<file path="config.mk">
export PLATFORM = sky130hd
export DESIGN_NAME = hsv_to_grb_color_unit
export DESIGN_NICKNAME = d
export VERILOG_FILES = /design/src/hdl/hsvg_pkg.sv /design/src/hdl/hsv_to_grb_color_unit.sv /design/src/hdl/hsvg_cdiv.sv
export SDC_FILE = /design/constraint.sdc
export NUM_CORES = 2
export LEC_CHECK = 0
export ABC_AREA = 1
export BUFFER_PORTS_ARGS = -buffer_cell sky130_fd_sc_hd__buf_2
export CORE_ASPECT_RATIO = 1.1
export CORE_MARGIN = 4
export CORE_UTILIZATION = 30
export CTS_BUF_LIST = sky130_fd_sc_hd__clkbuf_8
export DETAILED_ROUTE_END_ITERATION = 12
export SLEW_MARGIN = 0
export SYNTH_ARGS = -nofsm -noshare
export SYNTH_HDL_FRONTEND = slang
export SYNTH_SLANG_ARGS = --single-unit
</file>
<file path="constraint.sdc">
create_clock -name i_clk -period 6.65 [get_ports i_clk]
set_clock_uncertainty 0.05 [all_clocks]
set_input_delay 0.665 -clock i_clk [delete_from_list [all_inputs] [get_ports i_clk]]
set_output_delay 0.665 -clock i_clk [all_outputs]
set_load 0.05 [all_outputs]
</file>
<file path="src/hdl/hsvg_pkg.sv">
`default_nettype none
package hsvg_pkg;

    localparam int HUE_W   = 9;
    localparam int PCT_W   = 7;
    localparam int LEVEL_W = 8;
    localparam int REM_W   = 6;
    localparam int K_W     = 15;
    localparam int FRAC_W  = 13;
    localparam int NP_W    = K_W + PCT_W;
    localparam int NQ_W    = K_W + FRAC_W;

    localparam logic [HUE_W-1:0]  HUE_FULL   = 9'd360;
    localparam logic [HUE_W-1:0]  SECTOR_DEG = 9'd60;
    localparam logic [PCT_W-1:0]  PCT_FULL   = 7'd100;
    localparam logic [FRAC_W-1:0] FRAC_FULL  = 13'd6000;

    localparam int DIV_VO = 100;
    localparam int DIV_P  = 10000;
    localparam int DIV_QT = 600000;

    typedef enum logic [2:0] {
        SEC_RY = 3'd0,
        SEC_YG = 3'd1,
        SEC_GC = 3'd2,
        SEC_CB = 3'd3,
        SEC_BM = 3'd4,
        SEC_MR = 3'd5
    } t_sector;

endpackage
`default_nettype wire

</file>
<file path="src/hdl/hsv_to_grb_color_unit.sv">
`default_nettype none
// hsv to grb color conversion, six register stages
// throughput: one transaction per cycle
// pipeline stages: clamp/sector, scaling, products, constant dividers (estimate, correction), swap
// busy is always low and the receiver cannot stall the pipeline
// synchronous active-low reset clears the stage valid bits only
module hsv_to_grb_color_unit (
    input  wire logic                            i_clk,
    input  wire logic                            i_rst_n,
    input  wire logic                            start,
    output logic                                 busy,
    input  wire logic [hsvg_pkg::HUE_W-1:0]      i_hue_degrees,
    input  wire logic [hsvg_pkg::PCT_W-1:0]      i_saturation_percent,
    input  wire logic [hsvg_pkg::PCT_W-1:0]      i_value_percent,
    output logic                                 o_done,
    output logic      [hsvg_pkg::LEVEL_W-1:0]    o_red_level,
    output logic      [hsvg_pkg::LEVEL_W-1:0]    o_green_level,
    output logic      [hsvg_pkg::LEVEL_W-1:0]    o_blue_level,
    output logic      [3*hsvg_pkg::LEVEL_W-1:0]  o_packed_color
);
    import hsvg_pkg::*;

    localparam int STAGES = 6;

    logic              n_accept;
    logic [STAGES-1:0] r_vld;

    // stage 1
    logic [HUE_W-1:0] n_hue;
    logic [HUE_W-1:0] n_base;
    t_sector          n_sec1;
    t_sector          r_sec1;
    logic [REM_W-1:0] r_rem1;
    logic [PCT_W-1:0] n_sat;
    logic [PCT_W-1:0] n_val;
    logic [PCT_W-1:0] r_sat1;
    logic [PCT_W-1:0] r_val1;

    // stage 2
    t_sector           r_sec2;
    logic [K_W-1:0]    r_k2;
    logic [PCT_W-1:0]  r_ap2;
    logic [FRAC_W-1:0] r_aq2;
    logic [FRAC_W-1:0] r_at2;
    logic [FRAC_W-1:0] n_rs;
    logic [FRAC_W-1:0] n_crs;

    // stage 3
    t_sector          r_sec3;
    logic [K_W-1:0]   r_k3;
    logic [NP_W-1:0]  r_np3;
    logic [NQ_W-1:0]  r_nq3;
    logic [NQ_W-1:0]  r_nt3;

    // stages 4 and 5 live in the dividers
    t_sector            r_sec4;
    t_sector            r_sec5;
    logic [LEVEL_W-1:0] w_vo;
    logic [LEVEL_W-1:0] w_p;
    logic [LEVEL_W-1:0] w_q;
    logic [LEVEL_W-1:0] w_t;

    // stage 6
    logic [LEVEL_W-1:0] n_red;
    logic [LEVEL_W-1:0] n_green;
    logic [LEVEL_W-1:0] n_blue;
    logic [LEVEL_W-1:0] r_red;
    logic [LEVEL_W-1:0] r_green;
    logic [LEVEL_W-1:0] r_blue;

    assign busy     = 1'b0;
    assign n_accept = start && !busy;

    always_ff @(posedge i_clk) begin
        if (!i_rst_n) begin
            r_vld <= '0;
        end else begin
            r_vld <= {r_vld[STAGES-2:0], n_accept};
        end
    end

    always_comb begin
        n_sat = (i_saturation_percent > PCT_FULL) ? PCT_FULL : i_saturation_percent;
        n_val = (i_value_percent > PCT_FULL) ? PCT_FULL : i_value_percent;
        // full circle and beyond fold to zero degrees
        n_hue = (i_hue_degrees >= HUE_FULL) ? '0 : i_hue_degrees;
        if (n_hue >= HUE_W'(5 * SECTOR_DEG)) begin
            n_sec1 = SEC_MR;
            n_base = HUE_W'(5 * SECTOR_DEG);
        end else if (n_hue >= HUE_W'(4 * SECTOR_DEG)) begin
            n_sec1 = SEC_BM;
            n_base = HUE_W'(4 * SECTOR_DEG);
        end else if (n_hue >= HUE_W'(3 * SECTOR_DEG)) begin
            n_sec1 = SEC_CB;
            n_base = HUE_W'(3 * SECTOR_DEG);
        end else if (n_hue >= HUE_W'(2 * SECTOR_DEG)) begin
            n_sec1 = SEC_GC;
            n_base = HUE_W'(2 * SECTOR_DEG);
        end else if (n_hue >= SECTOR_DEG) begin
            n_sec1 = SEC_YG;
            n_base = SECTOR_DEG;
        end else begin
            n_sec1 = SEC_RY;
            n_base = '0;
        end
    end

    always_ff @(posedge i_clk) begin
        r_sec1 <= n_sec1;
        r_rem1 <= REM_W'(n_hue - n_base);
        r_sat1 <= n_sat;
        r_val1 <= n_val;
    end

    always_comb begin
        n_rs  = FRAC_W'(r_rem1) * FRAC_W'(r_sat1);
        n_crs = FRAC_W'(REM_W'(SECTOR_DEG) - r_rem1) * FRAC_W'(r_sat1);
    end

    always_ff @(posedge i_clk) begin
        r_sec2 <= r_sec1;
        r_k2   <= (K_W'(r_val1) << LEVEL_W) - K_W'(r_val1);
        r_ap2  <= PCT_FULL - r_sat1;
        r_aq2  <= FRAC_FULL - n_rs;
        r_at2  <= FRAC_FULL - n_crs;
    end

    always_ff @(posedge i_clk) begin
        r_sec3 <= r_sec2;
        r_k3   <= r_k2;
        r_np3  <= NP_W'(r_k2) * NP_W'(r_ap2);
        r_nq3  <= NQ_W'(r_k2) * NQ_W'(r_aq2);
        r_nt3  <= NQ_W'(r_k2) * NQ_W'(r_at2);
    end

    hsvg_cdiv #(.XW(K_W), .DIV(DIV_VO), .SHIFT(16)) u_div_vo (
        .i_clk (i_clk),
        .i_x   (r_k3),
        .o_q   (w_vo)
    );

    hsvg_cdiv #(.XW(NP_W), .DIV(DIV_P), .SHIFT(26)) u_div_p (
        .i_clk (i_clk),
        .i_x   (r_np3),
        .o_q   (w_p)
    );

    hsvg_cdiv #(.XW(NQ_W), .DIV(DIV_QT), .SHIFT(32)) u_div_q (
        .i_clk (i_clk),
        .i_x   (r_nq3),
        .o_q   (w_q)
    );

    hsvg_cdiv #(.XW(NQ_W), .DIV(DIV_QT), .SHIFT(32)) u_div_t (
        .i_clk (i_clk),
        .i_x   (r_nt3),
        .o_q   (w_t)
    );

    always_ff @(posedge i_clk) begin
        r_sec4 <= r_sec3;
        r_sec5 <= r_sec4;
    end

    always_comb begin
        case (r_sec5)
            SEC_RY: begin
                n_red = w_vo; n_green = w_t;  n_blue = w_p;
            end
            SEC_YG: begin
                n_red = w_q;  n_green = w_vo; n_blue = w_p;
            end
            SEC_GC: begin
                n_red = w_p;  n_green = w_vo; n_blue = w_t;
            end
            SEC_CB: begin
                n_red = w_p;  n_green = w_q;  n_blue = w_vo;
            end
            SEC_BM: begin
                n_red = w_t;  n_green = w_p;  n_blue = w_vo;
            end
            default: begin
                n_red = w_vo; n_green = w_p;  n_blue = w_q;
            end
        endcase
    end

    always_ff @(posedge i_clk) begin
        r_red   <= n_red;
        r_green <= n_green;
        r_blue  <= n_blue;
    end

    assign o_done         = r_vld[STAGES-1];
    assign o_red_level    = r_red;
    assign o_green_level  = r_green;
    assign o_blue_level   = r_blue;
    assign o_packed_color = {r_green, r_red, r_blue};

    a_done_follows: assert property (@(posedge i_clk) disable iff (!i_rst_n)
        n_accept |-> ##6 o_done)
        else $error("accepted transaction did not complete after six cycles");

    a_done_has_source: assert property (@(posedge i_clk) disable iff (!i_rst_n)
        (o_done && $past(i_rst_n, 6)) |-> $past(n_accept, 6))
        else $error("result strobe without an accepted transaction");

    a_black: assert property (@(posedge i_clk) disable iff (!i_rst_n)
        (n_accept && i_value_percent == '0) |-> ##6 (o_packed_color == '0))
        else $error("zero value did not give black");

    a_gray: assert property (@(posedge i_clk) disable iff (!i_rst_n)
        (n_accept && i_saturation_percent == '0) |->
        ##6 (o_red_level == o_green_level && o_green_level == o_blue_level))
        else $error("zero saturation did not give gray");

endmodule
`default_nettype wire

</file>
<file path="src/hdl/hsvg_cdiv.sv">
`default_nettype none
module hsvg_cdiv #(
    parameter int XW    = 28,
    parameter int DIV   = 600000,
    parameter int SHIFT = 32
) (
    input  wire logic                        i_clk,
    input  wire logic [XW-1:0]               i_x,
    output logic      [hsvg_pkg::LEVEL_W-1:0] o_q
);
    import hsvg_pkg::*;

    localparam logic [63:0] RECIP = (64'd1 << SHIFT) / DIV;
    localparam int          MW    = $clog2(RECIP + 64'd1);
    localparam int          PW    = XW + MW;

    logic [PW-1:0]      n_prod;
    logic [LEVEL_W-1:0] r_est;
    logic [XW-1:0]      r_x;
    logic [XW-1:0]      n_back;
    logic [XW-1:0]      n_rem;
    logic [LEVEL_W-1:0] n_q;
    logic [LEVEL_W-1:0] r_q;

    // reciprocal estimate is exact or one short
    assign n_prod = PW'(i_x) * PW'(RECIP);

    always_ff @(posedge i_clk) begin
        r_est <= n_prod[SHIFT +: LEVEL_W];
        r_x   <= i_x;
    end

    always_comb begin
        n_back = XW'(r_est) * XW'(DIV);
        n_rem  = r_x - n_back;
        n_q    = (n_rem >= XW'(DIV)) ? r_est + LEVEL_W'(1) : r_est;
    end

    always_ff @(posedge i_clk) begin
        r_q <= n_q;
    end

    assign o_q = r_q;

endmodule
`default_nettype wire
</file>
==> flow_summary_export.csv <==
group,metric,value,unit
detailed_routing,routed_via_density,4.52,
detailed_routing,vias,45168,
clocking,htreeDepth,3,
placed_design,gp_congestion,0.906,
detailed_routing,wl_per_cell,15.0,µm
yosys,ys.flop_type,"dfxtp_1",
timing,max_freq,161,MHz
final_layout,final_nets,9183,
setup_path,path_max_fanout,9,
die,rows,171,
detailed_routing,totalWireLength,149,mm
setup_path,r2r_setup_slack,430,ps
yosys,synth_async_sr_flop_share,0,%
global_route,grt_pass1_vias,48463,
flow_run,max_cap_violations,0,
clocking,clk_latency,760,ps
die,initial_core_util,30.1,%
timing,tns,0,ps
yosys,ys_top_cells_by_count,"inv_1 (1932), nand2_1 (1436), fa_1 (943)",
yosys,synth_edf_count,0,
timing,slew_viol_final,0,
hold_path,min-delay-start,"i_hue_degrees[1]",
die,die-area,205000,µm²
yosys,ys_ff_latch,343,
die,pin_count,76,
detailed_routing,drt_iter0_drc,2356,
setup_path,cpPeakStageDelay,540,ps
setup_path,worstSetupPathType,"flop to flop",
global_route,antenna_found_initial,7,
yosys,synthDistinctLibCells,63,
yosys,ys_warn_count,0,
final_layout,area_growth_syn_to_layout,8.39,%
timing,setup_viol,0,
timing,min_period_over_period,93.5,%
yosys,yosysTopAreaCell,"fa_1",
setup_path,cp.required,7230,ps
setup_path,worstReg2RegStart,"u_div_t.r_est[3]",
global_route,overflow,0,
timing,tightest_slew,1120,ps
setup_path,crit_arrival,6800,ps
detailed_routing,ant_nets,0,
die,dieHeight,475,µm
placed_design,place.port_buffers,74,
clocking,cts.sinks,343,
global_route,grt_max_degree,34,
timing,final-hold-violation-count,0,
clocking,cts_buffer_depth,3,
yosys,synth_area_leaders,"fa_1 (32%), ha_1 (19%), inv_1 (12%)",
setup_path,critPathBufInv,4,
placed_design,dp_hpwl,130,mm
timing,rsz0062_at_grt,"false",
hold_path,hold_class,"primary input to flop",
global_route,grt.total_usage,14.9,%
die,die_w,432,µm
clocking,cts_tree,"done",
yosys,synthesis.nets,9123,
detailed_routing,drc,0,
timing,fin_crit,6220,ps
yosys,synth.most_common_cell,"inv_1",
setup_path,r2r_end,"u_div_t.o_q[7]",
final_layout,drive_gt1_share,3.95,%
clocking,cts.clk_slew.worst_paths,60,ps
setup_path,start_kind,"flop",
yosys,yosys.area.top_type_share,31.8,%
global_route,grt_first_pass_wirelength,249,mm
yosys,ys_seq_area_share,11.6,%
setup_path,crit_family,"adder cells",
clocking,numCtsBuffers,69,
yosys,synth.cell_area,59400,µm²
detailed_routing,first_pass_iters,8,
yosys,avgSynthCellArea,8.17,µm²
clocking,clock-root-buffer,"clkbuf_8",
timing,slew-limit-headroom,24.6,%
status,outcome,"completed",
die,coreArea,197000,µm²
setup_path,cp.depth,32,
setup_path,cpMaxStageDelayCell,"dfxtp_1",
setup_path,r2r_cells,32,
setup_path,end_kind,"flop",
yosys,syn-instance-count,7273,
hold_path,hold_depth,3,
hold_path,hold_end,"r_rem1[1]",
setup_path,cp_common_cell,"nand2_1",
how the worst max path moves through the flow:
stage,endpoint,slack (ps),start
finish,u_div_t.o_q[7],430,u_div_t.r_est[3]
global route,u_div_t.o_q[4],30,u_div_t.r_est[3]
CTS,u_div_q.o_q[2],370,u_div_q.r_est[3]
detailed placement,u_div_q.o_q[2],430,u_div_q.r_est[3]
global placement,u_div_q.o_q[4],510,u_div_q.r_est[3]
floorplan,u_div_q.o_q[0],1280,u_div_q.r_est[5]
worst min-delay path: cells and delay by family:
family                 cells  cell delay, ps
AND/OR/NAND/NOR            1              40
buffers and inverters      2             130
placed cells by master, fill, tap and decap left out, types with 6 or more instances in the layout:
master        n
a31oi_1      35
a21boi_0      9
o211ai_1     13
bufinv_16     7
a21o_1       29
nor2_1      304
nand2_2      17
a211oi_1      7
o21a_1       17
nor2_2        6
o2111ai_1    11
o21bai_1     29
o31ai_1      10
nand3_1     178
nand3_2       7
fa_1        943
a21oi_2       7
or2_2         9
nand4_1      74
o21ai_1       8
nor4_1        9
ha_1        881
nand3b_1     11
buf_2        74
inv_1      1943
o21ai_0     142
a21oi_1     330
o22ai_1      15
buf_4        27
clkbuf_8     85
nand2_1    1436
xnor2_1      78
dfxtp_1     342
nor3_1       56
nor2_4        7
xor2_1      151
clkinv_2      8
routing by layer:
layer / routed length (µm) / global-route usage (%)
met4: 3580 / 3.87
met1: 68400 / 19.8
met3: 6090 / 1.77
met2: 71400 / 25.8
met5: 0 / 0
state kept, by name, indices dropped and copies added (netlist names), 12 cells and up:
| name | cells |
|---|---|
| r_k2 | 15 |
| r_nt3 | 28 |
| r_aq2 | 12 |
| u_div_vo.r_x | 13 |
| r_k3 | 15 |
| u_div_t.r_x | 22 |
| r_at2 | 13 |
| r_np3 | 22 |
| u_div_p.r_x | 18 |
| u_div_q.r_x | 22 |
| r_nq3 | 27 |
timing repair:
action                     in CTS  in global routing
gates resized for setup         0                  4
setup endpoints to repair       0                  8
setup buffers                   0                  0
hold buffers                    5                  0
hold endpoints to repair        5                  0
layout make-up:
class,instances,area (µm²)
repair buffers,109,683
flip-flops and latches,343,6870
multi-input cells,4875,44700
diodes,5,12.5
fillers,20777,133000
inverters,1935,7260
clock inverters,39,412
clock buffers,85,1170
well taps,2595,3250
cells by family (layout without fill, tap and decap cells):
group / after synthesis / count (layout) / share of synthesized area [%]
compound gates: 683 / 683 / 6.60
simple gates: 2138 / 2138 / 15.0
xor+xnor: 229 / 229 / 3.38
other cells: 1 / 6 / 0.00631
flops: 343 / 343 / 11.6
buf+inv: 2055 / 2168 / 13.1
fa+ha+maj: 1824 / 1824 / 50.3
through the flow:
step | setup slack (ps) | hold WS (ps) | cell area, µm² | std cells | utilization [%]
3_3_place_gp | 506 | 265 | 62700 | 9852 | 31.8
3_5_place_dp | 431 | 263 | 62700 | 9852 | 31.8
5_1_grt | 27.8 | 45.8 | 64400 | 9985 | 32.6
4_1_cts | 368 | 18.3 | 64400 | 9981 | 32.6
6_report | 435 | 107 | 64400 | 9986 | 32.6
2_1_floorplan | 1280 | 260 | 59400 | 7273 | -
Power is not shown: default switching activity piles up to over one toggle a cycle in this logic, so the estimate is an artifact.
